$ cat config.mk
export PLATFORM = sky130hd
export DESIGN_NAME = no_leap_date_advance
export DESIGN_NICKNAME = d
export VERILOG_FILES = /design/src/rtl/nlda_pkg.sv /design/src/rtl/no_leap_date_advance.sv /design/src/rtl/nlda_div.sv
export SDC_FILE = /design/constraint.sdc
export NUM_CORES = 1
export LEC_CHECK = 0
export BUFFER_PORTS_ARGS = -buffer_cell sky130_fd_sc_hd__buf_2
export CAP_MARGIN = 20
export CORE_ASPECT_RATIO = 0.8
export CORE_MARGIN = 1.5
export CORE_UTILIZATION = 30
export CTS_CLUSTER_SIZE = 30
export DETAILED_ROUTE_END_ITERATION = 7
export GPL_ROUTABILITY_DRIVEN = 0
export GPL_TIMING_DRIVEN = 0
export MAX_ROUTING_LAYER = met4
export SYNTH_ARGS = -nofsm -noshare
export SYNTH_HDL_FRONTEND = slang
export SYNTH_SLANG_ARGS = --single-unit
$ cat constraint.sdc
create_clock -name aclk -period 17.95 [get_ports aclk]
set_input_delay 2.6925 -clock aclk [delete_from_list [all_inputs] [get_ports aclk]]
set_output_delay 2.6925 -clock aclk [all_outputs]
set_load 0.005 [all_outputs]
$ cat src/rtl/nlda_pkg.sv
// Package for the 365-day date keeper: widths, item types and month tables.
// Used by every module of the block; depends on nothing.
`default_nettype none

package nlda_pkg;

    localparam int unsigned COUNT_BITS    = 24;
    localparam int unsigned YEAR_W        = 16;
    localparam int unsigned MONTH_W       = 4;
    localparam int unsigned DAY_W         = 5;
    localparam int unsigned REM_W         = 9;
    localparam int unsigned DOY_W         = 9;
    localparam int unsigned DAYS_PER_YEAR = 365;
    localparam int unsigned MONTHS        = 12;

    // The reciprocal of 365 is scaled by 2^32 and rounded down, so the estimated
    // quotient is at most one below the true one.
    localparam int unsigned        RECIP_SHIFT = 32;
    localparam longint unsigned    RECIP_MUL   = (64'd1 << RECIP_SHIFT) / DAYS_PER_YEAR;
    localparam int unsigned        RECIP_W     = $clog2(RECIP_MUL + 1);
    localparam int unsigned        PROD_W      = COUNT_BITS + RECIP_W;
    localparam logic [RECIP_W-1:0] RECIP_K     = RECIP_W'(RECIP_MUL);

    localparam logic REQ_LOAD    = 1'b0;
    localparam logic REQ_ADVANCE = 1'b1;

    typedef logic [REM_W:0] rem_ext_t;

    typedef struct packed {
        logic                          req_type;
        logic [MONTH_W-1:0]            month_in;
        logic [DAY_W-1:0]              day_in;
        logic signed [YEAR_W-1:0]      year_in;
        logic signed [COUNT_BITS-1:0]  day_count;
    } in_item_t;

    typedef struct packed {
        logic [MONTH_W-1:0]       month_out;
        logic [DAY_W-1:0]         day_out;
        logic signed [YEAR_W-1:0] year_out;
        logic [DOY_W-1:0]         day_of_year;
        logic                     bad_date;
    } out_item_t;

    // Month codes outside 1 to 12 count as 31-day months.
    function automatic logic [DAY_W-1:0] month_len(input logic [MONTH_W-1:0] m);
        logic [DAY_W-1:0] len;
        unique case (m)
            4'd2:    len = 5'd28;
            4'd4:    len = 5'd30;
            4'd6:    len = 5'd30;
            4'd9:    len = 5'd30;
            4'd11:   len = 5'd30;
            default: len = 5'd31;
        endcase
        return len;
    endfunction

    function automatic logic [DOY_W-1:0] days_before(input logic [MONTH_W-1:0] m);
        logic [DOY_W-1:0] n;
        unique case (m)
            4'd2:    n = 9'd31;
            4'd3:    n = 9'd59;
            4'd4:    n = 9'd90;
            4'd5:    n = 9'd120;
            4'd6:    n = 9'd151;
            4'd7:    n = 9'd181;
            4'd8:    n = 9'd212;
            4'd9:    n = 9'd243;
            4'd10:   n = 9'd273;
            4'd11:   n = 9'd304;
            4'd12:   n = 9'd334;
            default: n = 9'd0;
        endcase
        return n;
    endfunction

endpackage

`default_nettype wire

$ cat src/rtl/no_leap_date_advance.sv
// Load item: the state moves to the finish step, which registers the result and returns s_ready.
// Advance item: the divider splits the day count by 365 into years and days, then the month walk
// steps one month at a time until the days fit, then the finish step registers the result.
// One item at a time; s_ready returns once the result enters the output register, which
// waits while an earlier result is still held there.
// Synchronous active-low reset sets the date to January 1 of year 0.
`default_nettype none

module no_leap_date_advance
    import nlda_pkg::*;
(
    input  wire logic      aclk,
    input  wire logic      aresetn,
    input  wire logic      s_valid,
    output logic           s_ready,
    input  wire in_item_t  s_item,
    output logic           m_valid,
    input  wire logic      m_ready,
    output out_item_t      m_item
);

    localparam logic [1:0] ST_IDLE = 2'd0;
    localparam logic [1:0] ST_DIV  = 2'd1;
    localparam logic [1:0] ST_WALK = 2'd2;
    localparam logic [1:0] ST_FIN  = 2'd3;

    logic [1:0]            state_reg, state_next;
    logic [YEAR_W-1:0]     cur_year_reg, cur_year_next;
    logic [MONTH_W-1:0]    cur_month_reg, cur_month_next;
    logic [DAY_W-1:0]      cur_day_reg, cur_day_next;
    logic [YEAR_W-1:0]     wk_year_reg, wk_year_next;
    logic [MONTH_W-1:0]    wk_month_reg, wk_month_next;
    logic [REM_W-1:0]      wk_day_reg, wk_day_next;
    logic                  bad_reg, bad_next;
    logic                  neg_reg, neg_next;
    logic                  m_valid_reg, m_valid_next;
    out_item_t             m_item_reg, m_item_next;

    logic                  div_start;
    logic [COUNT_BITS-1:0] div_dividend;
    logic                  div_done;
    logic [COUNT_BITS-1:0] div_quot;
    logic [REM_W-1:0]      div_rem;

    logic                  accept;
    logic                  load_ok;
    logic [DAY_W-1:0]      load_len;
    logic [YEAR_W-1:0]     quot_year;
    logic [YEAR_W-1:0]     year_add;
    logic [REM_W-1:0]      rest_days;
    logic [REM_W-1:0]      walk_len;
    logic                  out_free;

    nlda_div u_div (
        .aclk     (aclk),
        .aresetn  (aresetn),
        .start    (div_start),
        .dividend (div_dividend),
        .done     (div_done),
        .quot     (div_quot),
        .rem      (div_rem)
    );

    assign s_ready  = (state_reg == ST_IDLE);
    assign accept   = s_valid && s_ready;
    assign out_free = !m_valid_reg || m_ready;

    always_comb begin
        load_len = month_len(s_item.month_in);
        load_ok  = (s_item.month_in >= MONTH_W'(1)) && (s_item.month_in <= MONTH_W'(MONTHS))
                   && (s_item.day_in != '0) && (s_item.day_in <= load_len);
        div_dividend = s_item.day_count[COUNT_BITS-1] ? (~s_item.day_count + 1'b1)
                                                      : s_item.day_count;
        div_start    = accept && (s_item.req_type == REQ_ADVANCE);

        quot_year = YEAR_W'(div_quot);
        if (neg_reg && (div_rem != '0)) begin
            year_add  = ~quot_year;
            rest_days = REM_W'(DAYS_PER_YEAR) - div_rem;
        end else if (neg_reg) begin
            year_add  = ~quot_year + 1'b1;
            rest_days = '0;
        end else begin
            year_add  = quot_year;
            rest_days = div_rem;
        end
        walk_len = REM_W'(month_len(wk_month_reg));

        state_next     = state_reg;
        cur_year_next  = cur_year_reg;
        cur_month_next = cur_month_reg;
        cur_day_next   = cur_day_reg;
        wk_year_next   = wk_year_reg;
        wk_month_next  = wk_month_reg;
        wk_day_next    = wk_day_reg;
        bad_next       = bad_reg;
        neg_next       = neg_reg;
        m_item_next    = m_item_reg;
        m_valid_next   = m_valid_reg && !m_ready;

        unique case (state_reg)
            ST_IDLE: begin
                if (accept) begin
                    neg_next = s_item.day_count[COUNT_BITS-1];
                    if (s_item.req_type == REQ_ADVANCE) begin
                        bad_next   = 1'b0;
                        state_next = ST_DIV;
                    end else if (load_ok) begin
                        bad_next      = 1'b0;
                        wk_year_next  = s_item.year_in;
                        wk_month_next = s_item.month_in;
                        wk_day_next   = REM_W'(s_item.day_in);
                        state_next    = ST_FIN;
                    end else begin
                        bad_next      = 1'b1;
                        wk_year_next  = cur_year_reg;
                        wk_month_next = cur_month_reg;
                        wk_day_next   = REM_W'(cur_day_reg);
                        state_next    = ST_FIN;
                    end
                end
            end
            ST_DIV: begin
                if (div_done) begin
                    wk_year_next  = cur_year_reg + year_add;
                    wk_month_next = cur_month_reg;
                    wk_day_next   = rest_days + REM_W'(cur_day_reg);
                    state_next    = ST_WALK;
                end
            end
            ST_WALK: begin
                if (wk_day_reg > walk_len) begin
                    wk_day_next = wk_day_reg - walk_len;
                    if ((wk_month_reg >= MONTH_W'(MONTHS)) || (wk_month_reg == '0)) begin
                        wk_month_next = MONTH_W'(1);
                        wk_year_next  = wk_year_reg + 1'b1;
                    end else begin
                        wk_month_next = wk_month_reg + 1'b1;
                    end
                end else begin
                    state_next = ST_FIN;
                end
            end
            ST_FIN: begin
                if (out_free) begin
                    cur_year_next           = wk_year_reg;
                    cur_month_next          = wk_month_reg;
                    cur_day_next            = DAY_W'(wk_day_reg);
                    m_item_next.month_out   = wk_month_reg;
                    m_item_next.day_out     = DAY_W'(wk_day_reg);
                    m_item_next.year_out    = wk_year_reg;
                    m_item_next.day_of_year = days_before(wk_month_reg) + wk_day_reg;
                    m_item_next.bad_date    = bad_reg;
                    m_valid_next            = 1'b1;
                    state_next              = ST_IDLE;
                end
            end
            default: begin
                state_next = ST_IDLE;
            end
        endcase
    end

    always_ff @(posedge aclk) begin
        if (!aresetn) begin
            state_reg     <= ST_IDLE;
            cur_year_reg  <= '0;
            cur_month_reg <= MONTH_W'(1);
            cur_day_reg   <= DAY_W'(1);
            m_valid_reg   <= 1'b0;
        end else begin
            state_reg     <= state_next;
            cur_year_reg  <= cur_year_next;
            cur_month_reg <= cur_month_next;
            cur_day_reg   <= cur_day_next;
            m_valid_reg   <= m_valid_next;
        end
        wk_year_reg  <= wk_year_next;
        wk_month_reg <= wk_month_next;
        wk_day_reg   <= wk_day_next;
        bad_reg      <= bad_next;
        neg_reg      <= neg_next;
        m_item_reg   <= m_item_next;
    end

    assign m_valid = m_valid_reg;
    assign m_item  = m_item_reg;

endmodule

`default_nettype wire

$ cat src/rtl/nlda_div.sv
// Division of an unsigned day count by 365 with a reciprocal multiply and one correction.
// Depends on nlda_pkg; done pulses once the multiply, subtract and fix steps have each been registered.
`default_nettype none

module nlda_div
    import nlda_pkg::*;
(
    input  wire logic                  aclk,
    input  wire logic                  aresetn,
    input  wire logic                  start,
    input  wire logic [COUNT_BITS-1:0] dividend,
    output logic                       done,
    output logic [COUNT_BITS-1:0]      quot,
    output logic [REM_W-1:0]           rem
);

    localparam logic [1:0] PH_IDLE = 2'd0;
    localparam logic [1:0] PH_MUL  = 2'd1;
    localparam logic [1:0] PH_SUB  = 2'd2;
    localparam logic [1:0] PH_FIX  = 2'd3;

    logic [1:0]            phase_reg, phase_next;
    logic [COUNT_BITS-1:0] x_reg, x_next;
    logic [PROD_W-1:0]     prod_reg, prod_next;
    logic [COUNT_BITS-1:0] q_reg, q_next;
    rem_ext_t              r_reg, r_next;
    logic [COUNT_BITS-1:0] quot_reg, quot_next;
    logic [REM_W-1:0]      rem_reg, rem_next;
    logic                  done_reg, done_next;
    logic [COUNT_BITS-1:0] q_est;
    logic [COUNT_BITS-1:0] diff;
    logic                  fits;

    always_comb begin
        q_est      = COUNT_BITS'(prod_reg[PROD_W-1:RECIP_SHIFT]);
        diff       = x_reg - q_est * COUNT_BITS'(DAYS_PER_YEAR);
        fits       = r_reg >= rem_ext_t'(DAYS_PER_YEAR);
        phase_next = phase_reg;
        x_next     = x_reg;
        prod_next  = prod_reg;
        q_next     = q_reg;
        r_next     = r_reg;
        quot_next  = quot_reg;
        rem_next   = rem_reg;
        done_next  = 1'b0;
        if (start) begin
            x_next     = dividend;
            phase_next = PH_MUL;
        end else begin
            unique case (phase_reg)
                PH_IDLE: begin
                    phase_next = PH_IDLE;
                end
                PH_MUL: begin
                    prod_next  = PROD_W'(x_reg) * PROD_W'(RECIP_K);
                    phase_next = PH_SUB;
                end
                PH_SUB: begin
                    q_next     = q_est;
                    r_next     = diff[REM_W:0];
                    phase_next = PH_FIX;
                end
                PH_FIX: begin
                    quot_next  = fits ? (q_reg + 1'b1) : q_reg;
                    rem_next   = fits ? REM_W'(r_reg - rem_ext_t'(DAYS_PER_YEAR))
                                      : r_reg[REM_W-1:0];
                    done_next  = 1'b1;
                    phase_next = PH_IDLE;
                end
                default: begin
                    phase_next = PH_IDLE;
                end
            endcase
        end
    end

    always_ff @(posedge aclk) begin
        if (!aresetn) begin
            phase_reg <= PH_IDLE;
            done_reg  <= 1'b0;
        end else begin
            phase_reg <= phase_next;
            done_reg  <= done_next;
        end
        x_reg    <= x_next;
        prod_reg <= prod_next;
        q_reg    <= q_next;
        r_reg    <= r_next;
        quot_reg <= quot_next;
        rem_reg  <= rem_next;
    end

    assign done = done_reg;
    assign quot = quot_reg;
    assign rem  = rem_reg;

endmodule

`default_nettype wire

==> impl_metrics.py, run 1 <==
metrics = {
    "clock_tree": {
        "root_buffer": "clkbuf_16",
        "htree_levels": 4,
        "cts_buffers": 17,
        "cts.sinks": 197,
        "cts_tree": "built",
        "post_cts_buffers": 0,
        "clockBufferDepth": 2,
        "insertion_delay_ns": 0.46,
        "cts_hold_buffers": 0,
        "path_clk_slew_ns": 0.08,
        "ctsResizeCount": 0,
    },
    "finish": {
        "antenna_cells": 0,
        "drive_gt1_share_pct": 7.18,
        "largest_reg_flops": 35,
        "nFillCells": 7319,
        "synthToLayoutAreaGrowth_pct": 10.8,
        "final_nets": 2863,
    },
    "place": {
        "io_buffers": 90,
        "dp_hpwl_um": 41500,
        "dp_slack_ns": 10.31,
    },
    "detailed_routing": {
        "drc": 0,
        "vias": 14600,
        "drtPass1Iterations": 5,
        "wl_per_cell_um": 15.5,
        "drt_iter0_drc": 910,
        "antenna_left": 0,
        "via_per_inst": 4.58,
        "wirelength_um": 49300,
    },
    "synthesis": {
        "ys_seq_elements": 197,
        "synth_largest_area_cell": "fa_1",
        "synthTopCellsByArea": "fa_1 22%, edfxtp_1 22%, ha_1 19%, inv_1 8.2%, xnor2_1 4.2%",
        "synth_top_family_by_area": "adder cells",
        "synth.area.mux_share_pct": 1.50,
        "synth_edf_count": 157,
        "synth_compound_area_share_pct": 9.52,
        "syn_inst": 2114,
        "ys.flop_type": "edfxtp_1",
        "synth.yosys.seq_area_share_pct": 25.2,
        "ys_types": 66,
        "yosysWarnings": 0,
        "synth_area_um2": 21900,
        "async_flop_share_pct": 0,
        "synth_nets": 2748,
        "synth_top_area_share_pct": 22.4,
        "syn_area_per_cell_um2": 10.3,
        "synthSimpleGateAreaFrac_pct": 7.48,
        "synth_xor_area_share_pct": 5.97,
        "synth-adder-area-share_pct": 41.6,
    },
    "sta": {
        "setup_viol": 0,
        "post-route-period-util_pct": 42.6,
        "worstMarginPinSlew_ns": 1.09,
        "finClkSkew_ns": 0.0131,
        "hold_viol_final": 0,
        "rsz0062_at_grt": "no",
        "max_freq_ghz": 0.131,
        "maxSlewViolCount": 0,
        "tns_ns": 0,
        "fin_crit_ns": 7.64,
        "slew_headroom_pct": 27.2,
        "setup_ws_ns": 10.31,
    },
    "min_path": {
        "min_from": "bad_reg$_SDFFCE_PP0P_",
        "hold_end": "m_item[0]$_DFFE_PP_",
        "hp-class": "flip-flop to flip-flop",
        "hold_depth": 0,
    },
    "worst_setup_path": {
        "critPathMaxFanout": 8,
        "required_ns": 18.15,
        "end_kind": "flip-flop",
        "r2r_setup_slack_ns": 10.31,
        "worstSetupPathType": "flip-flop to flip-flop",
        "r2r-start": "u_div.x_reg[12]$_DFFE_PP_",
        "r2r-end": "u_div.prod_reg[47]$_DFFE_PP_",
        "cp-start-kind": "flip-flop",
        "arrival_ns": 7.84,
        "rr_worst_depth": 21,
    },
    "global_route": {
        "globalRouteOverflowTotal": 0,
        "grt_pass1_vias": 14600,
        "grtUsageMet3_pct": 2.94,
        "grt_util_met1_pct": 19.6,
        "grt.total_usage_pct": 14.0,
        "grt_max_degree": 27,
        "antenna_found_initial": 0,
        "grt_busiest_layer": "met2",
        "use_met2_pct": 21.3,
        "grt_pass1_wl_um": 79900,
    },
    "floorplanning": {
        "coreArea_um2": 72100,
        "dieArea_um2": 74600,
        "io_pins": 91,
        "start_util_pct": 30.3,
        "die_w_um": 305,
        "die_h_um": 245,
        "rows": 88,
    },
    "run_status": {
        "status": "complete, no violations",
    },
    "job": {
        "maxCapViolCount": 0,
    },
}
-- critical path, cell delays in order (launching register included) --
cell	delay, ns
edfxtp_1	0.69
inv_1	0.21
fa_1	0.64
fa_1	0.46
fa_1	0.50
inv_1	0.04
ha_1	0.30
fa_1	0.53
inv_1	0.08
fa_1	0.51
fa_1	0.66
inv_1	0.07
ha_1	0.40
nand3_2	0.11
or4_1	0.53
or3_1	0.44
a311o_2	0.45
o211ai_4	0.14
a211oi_4	0.12
o31ai_4	0.27
a21oi_2	0.09
xnor2_1	0.13
-- placed cells by master, fill, tap and decap left out, types with 8 or more instances in the layout --
cell type,count
inv_1,477
ha_1,335
fa_1,245
edfxtp_1,157
nand2_1,128
xnor2_1,106
buf_2,92
a21oi_1,83
nor2_1,60
o21ai_0,48
xor2_1,43
dfxtp_1,40
a21o_1,32
clkbuf_1,30
nand3_1,28
mux2i_1,25
a21boi_0,24
nor3_1,20
nand2b_1,19
nand4_1,17
clkbuf_16,17
a221oi_1,14
o21bai_1,13
o31ai_1,13
or3_1,12
nor2b_1,11
o21a_1,9
a31oi_1,8
-- through the flow --
| stage | utilization (%) | hold WS [ns] | area (um^2) | std cells |
|---|---|---|---|---|
| 5_1_grt | 33.6 | 0.443 | 24200 | 3187 |
| 3_3_place_gp | 32.6 | 0.403 | 23500 | 3149 |
| 3_5_place_dp | 32.7 | 0.407 | 23600 | 3155 |
| 6_report | 33.6 | 0.426 | 24200 | 3187 |
| 4_1_cts | 33.6 | 0.426 | 24200 | 3187 |
| 2_1_floorplan | - | 0.400 | 21900 | 2114 |
-- cells in the mapped netlist, drive strengths merged, types with 3 or more instances --
master / n
and3: 9
fa: 245
nand2b: 19
xnor2: 106
or4: 7
a221oi: 14
nand2: 128
nor3: 20
nor2: 60
mux2: 7
o21a: 9
a22oi: 5
a211oi: 4
a21boi: 25
o21bai: 13
nand4: 17
a31o: 5
a221o: 5
and2: 3
nor2b: 13
and4: 4
o211a: 3
o31ai: 14
edfxtp: 157
mux2i: 25
xor2: 43
dfxtp: 40
a21o: 32
a2111oi: 4
nor4: 6
o41ai: 4
or2: 6
a31oi: 8
clkbuf: 30
or3: 12
ha: 335
o211ai: 8
a311oi: 3
inv: 477
o22ai: 3
o21ai: 50
a21oi: 84
nand3: 29
-- how the worst max path moves through the flow --
stage                              start                            to  slack (ns)  depth (start not counted)
3_5_place_dp   u_div.x_reg[16]$_DFFE_PP_  u_div.prod_reg[47]$_DFFE_PP_       10.31                         23
2_1_floorplan  u_div.x_reg[16]$_DFFE_PP_  u_div.prod_reg[47]$_DFFE_PP_       11.07                         23
6_report       u_div.x_reg[12]$_DFFE_PP_  u_div.prod_reg[47]$_DFFE_PP_       10.31                         21
5_1_grt        u_div.x_reg[12]$_DFFE_PP_  u_div.prod_reg[47]$_DFFE_PP_        9.96                         21
4_1_cts        u_div.x_reg[12]$_DFFE_PP_  u_div.prod_reg[47]$_DFFE_PP_       10.28                         21
3_3_place_gp   u_div.x_reg[12]$_DFFE_PP_  u_div.prod_reg[47]$_DFFE_PP_       10.33                         21
-- logic make-up (layout without fill, tap and decap cells) --
family / Yosys count / count (layout)
AO/OA/AOI/OAI: 307 / 307
XOR/XNOR: 149 / 149
adder cells (fa/ha/maj): 580 / 580
buffers and inverters: 509 / 637
flip-flops: 197 / 197
multiplexers: 32 / 32
AND/OR/NAND/NOR: 340 / 340
-- routing by layer --
metal / vias to the layer above / routed length [um] / share of wire (%)
li1: 7230 / - / -
met1: 6981 / 24400 / 50
met2: 334 / 21400 / 43
met3: 37 / 2930 / 5.9
met4: 0 / 523 / 1.1
met5: - / 0 / 0
-- final cells by class --
cell class / count / area, um^2 / area share, %
Clock buffer: 17 / 425 / 1.75
Inverter: 477 / 1790 / 7.38
Clock inverter: 15 / 204 / 0.841
Multi-Input combinational cell: 1408 / 14500 / 59.6
Buffer: 32 / 123 / 0.506
Timing Repair Buffer: 96 / 551 / 2.27
Tap cell: 945 / 1180 / 4.88
Sequential cell: 197 / 5520 / 22.7
Power of run 1 is left out: the tool's default activity adds up to more than one toggle a clock period on the data nets, which glitch-free logic cannot reach.
==> run 2: changes to the inputs <==
==> constraint.sdc (replaced) <==
create_clock -name aclk -period 7.6 [get_ports aclk]
set_input_delay 1.14 -clock aclk [delete_from_list [all_inputs] [get_ports aclk]]
set_output_delay 1.14 -clock aclk [all_outputs]
set_load 0.005 [all_outputs]
==> run 2 against run 1 <==
Against the previous run: cell count increased by 1.4%; sequential cell count unchanged; count of clock-buffer cells in the layout unchanged; final area increased by 1.5%; non-clock buffer count increased by 46; clock skew increased by 0.0012 ns; global-route usage increased by 0.087 points; core utilization increased by 0.51 points; register-to-register slack got worse by 10 ns; first-iteration DRC count increased by 13%; critical path depth increased by 1.
==> impl_metrics.py, run 2 (synthesis gave the netlist of run 1 again) <==
metrics = {
    "run_status": {
        "status": "complete, no violations",
    },
    "detailed_routing": {
        "via_per_inst": 4.58,
        "antenna_left": 0,
        "drtPass1Iterations": 6,
        "drc": 0,
        "wirelength_um": 49900,
        "wl_per_cell_um": 15.4,
        "drt_iter0_drc": 1029,
        "vias": 14800,
    },
    "floorplanning": {
        "dieArea_um2": 74600,
        "rows": 88,
        "coreArea_um2": 72100,
        "io_pins": 91,
        "die_w_um": 305,
        "die_h_um": 245,
        "start_util_pct": 30.3,
    },
    "min_path": {
        "hp-class": "flip-flop to flip-flop",
    },
    "clock_tree": {
        "cts_tree": "built",
        "cts.sinks": 197,
        "insertion_delay_ns": 0.47,
        "cts_buffers": 17,
        "clockBufferDepth": 2,
        "path_clk_slew_ns": 0.08,
        "htree_levels": 4,
        "root_buffer": "clkbuf_16",
    },
    "worst_setup_path": {
        "slowest_stage": "fa_1",
        "slowest_delay_ns": 0.59,
        "worstPathCellList": "clkinvlp_4, buf_4, fa_1, fa_1, fa_1, fa_1, inv_1, fa_1, inv_1, fa_1, fa_1, inv_1, ha_1, nand3_1, or4_1, or3_1, a311o_2, o211ai_4, a211oi_4, o31ai_4, a21oi_2, xnor2_1",
        "required_ns": 7.80,
        "critPathBufInv": 5,
        "cp-start-kind": "flip-flop",
        "arrival_ns": 7.59,
        "crit_path_frequent_cell": "fa_1",
        "worstSetupPathType": "flip-flop to flip-flop",
        "critical-path-top-delay-family": "adder cells",
        "end_kind": "flip-flop",
        "critPathMaxFanout": 6,
    },
    "sta": {
        "maxSlewViolCount": 0,
        "worstMarginPinSlew_ns": 1.08,
        "rsz0062_at_grt": "no",
        "slew_headroom_pct": 28.0,
        "setup_ws_ns": 0.208,
        "setup_viol": 0,
        "fin_crit_ns": 7.39,
        "post-route-period-util_pct": 97.3,
        "whs_ns": 0.426,
        "max_freq_ghz": 0.135,
        "finClkSkew_ns": 0.0142,
        "hold_viol_final": 0,
    },
    "place": {
        "dp_hpwl_um": 41500,
        "dp_slack_ns": -0.0433,
        "io_buffers": 90,
    },
    "finish": {
        "final_common_cell": "inv_1",
        "layout_common_cells": "473 x inv_1, 333 x ha_1, 245 x fa_1",
        "drive_gt1_share_pct": 9.31,
        "largest_reg_flops": 35,
        "nFillCells": 7304,
        "final_nets": 2909,
        "synthToLayoutAreaGrowth_pct": 12.5,
        "antenna_cells": 0,
    },
    "global_route": {
        "grt_max_degree": 27,
        "grt_pass1_wl_um": 80300,
        "grt_pass1_vias": 14700,
        "globalRouteOverflowTotal": 0,
        "grt.total_usage_pct": 14.1,
        "antenna_found_initial": 0,
    },
    "job": {
        "maxCapViolCount": 0,
    },
}
run 2: final timing paths:
path                             startpoint                      endpoint  slack (ns)  depth (start not counted)
setup / recovery  u_div.x_reg[14]$_DFFE_PP_  u_div.prod_reg[47]$_DFFE_PP_        0.21                         22
hold / removal        bad_reg$_SDFFCE_PP0P_           m_item[0]$_DFFE_PP_        0.43                          0
setup reg to reg  u_div.x_reg[14]$_DFFE_PP_  u_div.prod_reg[47]$_DFFE_PP_        0.21                         22
hold reg to reg       bad_reg$_SDFFCE_PP0P_           m_item[0]$_DFFE_PP_        0.43                          0
run 2: per-stage QoR:
step	cell area, um^2	std cells	util [%]	TNS [ns]
after CTS	24300	3191	33.7	0
final	24600	3233	34.1	0
after floorplan	21900	2114	-	0
after global routing	24600	3233	34.1	0
after detailed placement	23600	3155	32.7	-0.0433
after global placement	23500	3149	32.6	-0.0204
run 2: metal layers:
metal  vias up  track usage [%]  share of wire, %
met1      7081             19.7                49
met4         0             2.00              0.93
met3        31             2.96               7.0
met5         -                -                 0
li1       7313                -                 -
met2       391             21.4                43
run 2: worst register-to-register path, stage by stage, from the launching register on:
cell and delay [ns]:
edfxtp_1 0.47, clkinvlp_4 0.16, buf_4 0.17, fa_1 0.59
fa_1 0.47, fa_1 0.49, fa_1 0.54, inv_1 0.06
fa_1 0.48, inv_1 0.06, fa_1 0.50, fa_1 0.54
inv_1 0.04, ha_1 0.34, nand3_1 0.16, or4_1 0.42
or3_1 0.44, a311o_2 0.45, o211ai_4 0.14, a211oi_4 0.12
o31ai_4 0.27, a21oi_2 0.09, xnor2_1 0.13
run 2: repair_timing:
| item | CTS | global route |
|---|---|---|
| hold buffers | 0 | 0 |
| endpoints found under the hold margin | 0 | 0 |
| setup buffers | 4 | 42 |
| gates resized for setup | 0 | 6 |
| pin swaps | 0 | 1 |
| endpoints found under the setup margin | 1 | 8 |
run 2: cell type report:
type	instances	area, um^2	share of cell area [%]
well taps	945	1180	4.80
flip-flops and latches	197	5520	22.4
inverters	477	1810	7.34
repair buffers	142	896	3.64
multi-input cells	1408	14500	58.8
plain buffers	32	123	0.498
clock buffers	17	425	1.73
clock inverters	15	204	0.829
Power of run 2 is left out for the same reason.
==> run 3: changes to the inputs <==
--- a/config.mk
+++ b/config.mk
@@ -5,11 +5,13 @@
 export SDC_FILE = /design/constraint.sdc
 export NUM_CORES = 1
 export LEC_CHECK = 0
+export ABC_AREA = 1
 export BUFFER_PORTS_ARGS = -buffer_cell sky130_fd_sc_hd__buf_2
 export CAP_MARGIN = 20
 export CORE_ASPECT_RATIO = 0.8
 export CORE_MARGIN = 1.5
 export CORE_UTILIZATION = 30
+export CTS_BUF_LIST = sky130_fd_sc_hd__clkbuf_8
 export CTS_CLUSTER_SIZE = 30
 export DETAILED_ROUTE_END_ITERATION = 7
 export GPL_ROUTABILITY_DRIVEN = 0
==> run 3 against run 2 <==
Against the previous run: the flow now finishes with violations (DRC); sequential share of layout area fell by 0.98 points; register-to-register slack improved by 0.66 ns; count of clock-buffer cells in the layout stayed put; final area is 4.6% higher; via count up 19%; largest cell class unchanged; highest routed layer unchanged.
==> impl_metrics.py, run 3 <==
metrics = {
    "run_status": {
        "status": "finished, violations left",
        "violations": "DRC",
    },
    "global_route": {
        "globalRouteOverflowTotal": 0,
        "grt_max_degree": 27,
        "antenna_found_initial": 1,
        "grt_pass1_wl_um": 91100,
        "grt_pass1_vias": 17100,
        "grt.total_usage_pct": 15.0,
    },
    "finish": {
        "largest_reg_flops": 35,
        "layout_common_cells": "652 x inv_1, 406 x nand2_1, 335 x ha_1",
        "final_nets": 3468,
        "synthToLayoutAreaGrowth_pct": 9.38,
        "antenna_cells": 0,
        "drive_gt1_share_pct": 6.92,
        "final_common_cell": "inv_1",
    },
    "min_path": {
        "min_from": "u_div.prod_reg[43]$_DFFE_PP_",
        "hp-class": "flip-flop to flip-flop",
        "hold_end": "u_div.q_reg[11]$_DFFE_PP_",
        "hold_depth": 0,
    },
    "detailed_routing": {
        "drtPass1Iterations": 7,
        "via_per_inst": 4.55,
        "drt_iter0_drc": 1103,
        "vias": 17600,
        "drc": 13,
        "wl_per_cell_um": 14.9,
        "wirelength_um": 57600,
        "antenna_left": 0,
    },
    "sta": {
        "setup_viol": 0,
        "rsz0062_at_grt": "no",
        "hold_viol_final": 0,
        "slew_headroom_pct": 34.7,
        "worstMarginPinSlew_ns": 0.980,
        "post-route-period-util_pct": 88.6,
        "fin_crit_ns": 6.74,
        "tns_ns": 0,
        "finClkSkew_ns": 0.0450,
        "max_freq_ghz": 0.148,
        "maxSlewViolCount": 0,
    },
    "worst_setup_path": {
        "required_ns": 7.89,
        "r2r_setup_slack_ns": 0.86,
        "cp-start-kind": "flip-flop",
        "rr_worst_depth": 19,
        "critPathMaxFanout": 10,
        "r2r-start": "u_div.x_reg[9]$_DFFE_PP_",
        "r2r-end": "u_div.prod_reg[47]$_DFFE_PP_",
        "arrival_ns": 7.03,
        "end_kind": "flip-flop",
        "worstSetupPathType": "flip-flop to flip-flop",
    },
    "clock_tree": {
        "clockBufferDepth": 2,
        "insertion_delay_ns": 0.57,
        "cts_hold_buffers": 0,
        "post_cts_buffers": 0,
        "cts_tree": "built",
        "cts.sinks": 197,
        "path_clk_slew_ns": 0.11,
        "cts_buffers": 17,
        "root_buffer": "clkbuf_8",
        "htree_levels": 4,
        "ctsResizeCount": 0,
    },
    "place": {
        "io_buffers": 90,
        "dp_hpwl_um": 49100,
    },
    "synthesis": {
        "ys_seq_elements": 197,
        "ys.flop_type": "edfxtp_1",
        "yosysWarnings": 0,
        "ys_types": 53,
        "synth.yosys.seq_area_share_pct": 23.4,
        "yosysMostFrequentCell": "inv_1",
        "synth_largest_area_cell": "fa_1",
        "synth_nets": 3357,
        "synth_top_area_share_pct": 20.8,
        "synth_edf_count": 157,
        "synth_area_um2": 23500,
        "synthTopCellsByCount": "652 x inv_1, 406 x nand2_1, 335 x ha_1",
        "async_flop_share_pct": 0,
        "syn_inst": 2723,
        "synthTopCellsByArea": "fa_1 21%, edfxtp_1 20%, ha_1 18%, inv_1 10%, nand2_1 6.5%",
        "syn_area_per_cell_um2": 8.64,
    },
    "floorplanning": {
        "die_w_um": 316,
        "die_h_um": 253,
        "dieArea_um2": 80100,
        "coreArea_um2": 77300,
        "rows": 91,
        "start_util_pct": 30.4,
        "io_pins": 91,
    },
    "job": {
        "maxCapViolCount": 0,
    },
}
run 3: cell type report:
| type | count | area, um^2 |
|---|---|---|
| repair buffers | 92 | 482 |
| flip-flops and latches | 197 | 5520 |
| clock inverters | 15 | 196 |
| clock buffers | 17 | 234 |
| multi-input cells | 1835 | 15400 |
| well taps | 1023 | 1280 |
| fillers | 8009 | 51600 |
| plain buffers | 29 | 146 |
| inverters | 662 | 2490 |
run 3: stage by stage:
step | util [%] | worst slack [ns] | cell area [um^2] | hold slack (ns) | instances
floorplan | - | 1.77 | 23500 | 0.400 | 2723
global placement | 32.7 | 0.909 | 25300 | 0.407 | 3836
CTS | 33.3 | 0.873 | 25700 | 0.426 | 3870
detailed placement | 32.7 | 0.887 | 25300 | 0.415 | 3838
global route | 33.3 | 0.512 | 25700 | 0.438 | 3870
finish | 33.3 | 0.864 | 25700 | 0.422 | 3870
run 3: metal layers:
metal | global-route usage (%) | part of all wire (%)
met3 | 2.79 | 5.7
met2 | 23.6 | 45
met4 | 3.19 | 1.6
met1 | 20.2 | 48
met5 | - | 0
run 3: worst max-delay path, cell delays in order (launching register included):
cell	delay [ns]
edfxtp_1	1.01
ha_1	0.40
fa_1	0.51
inv_1	0.06
fa_1	0.50
fa_1	0.52
fa_1	0.54
inv_1	0.05
fa_1	0.53
inv_1	0.06
fa_1	0.57
inv_1	0.05
ha_1	0.34
a21oi_1	0.29
a21boi_0	0.28
a21boi_0	0.30
o21ai_0	0.13
nand2_1	0.07
nand3_1	0.12
xor2_1	0.18
run 3: logic make-up (layout without fill, tap and decap cells):
logic type	after synthesis	after routing	share of synthesized area [%]
buffers and inverters	691	815	11.2
and+or+nand+nor	800	800	14.6
xor gates and xnor gates	100	100	3.72
DFF	197	197	23.4
AOI/OAI and AO/OA	353	353	8.33
muxes	2	2	0.0957
adders and majority gates	580	580	38.7
run 3: worst max path at each step:
stage / depth (start not counted) / start / slack [ns] / endpoint
final: 19 / u_div.x_reg[9]$_DFFE_PP_ / 0.86 / u_div.prod_reg[47]$_DFFE_PP_
after global routing: 19 / u_div.x_reg[9]$_DFFE_PP_ / 0.51 / u_div.prod_reg[47]$_DFFE_PP_
after CTS: 19 / u_div.x_reg[9]$_DFFE_PP_ / 0.87 / u_div.prod_reg[47]$_DFFE_PP_
after detailed placement: 19 / u_div.x_reg[9]$_DFFE_PP_ / 0.89 / u_div.prod_reg[47]$_DFFE_PP_
after global placement: 19 / u_div.x_reg[9]$_DFFE_PP_ / 0.91 / u_div.prod_reg[47]$_DFFE_PP_
after floorplan: 23 / u_div.x_reg[13]$_DFFE_PP_ / 1.77 / u_div.prod_reg[45]$_DFFE_PP_
Power of run 3 is left out for the same reason.
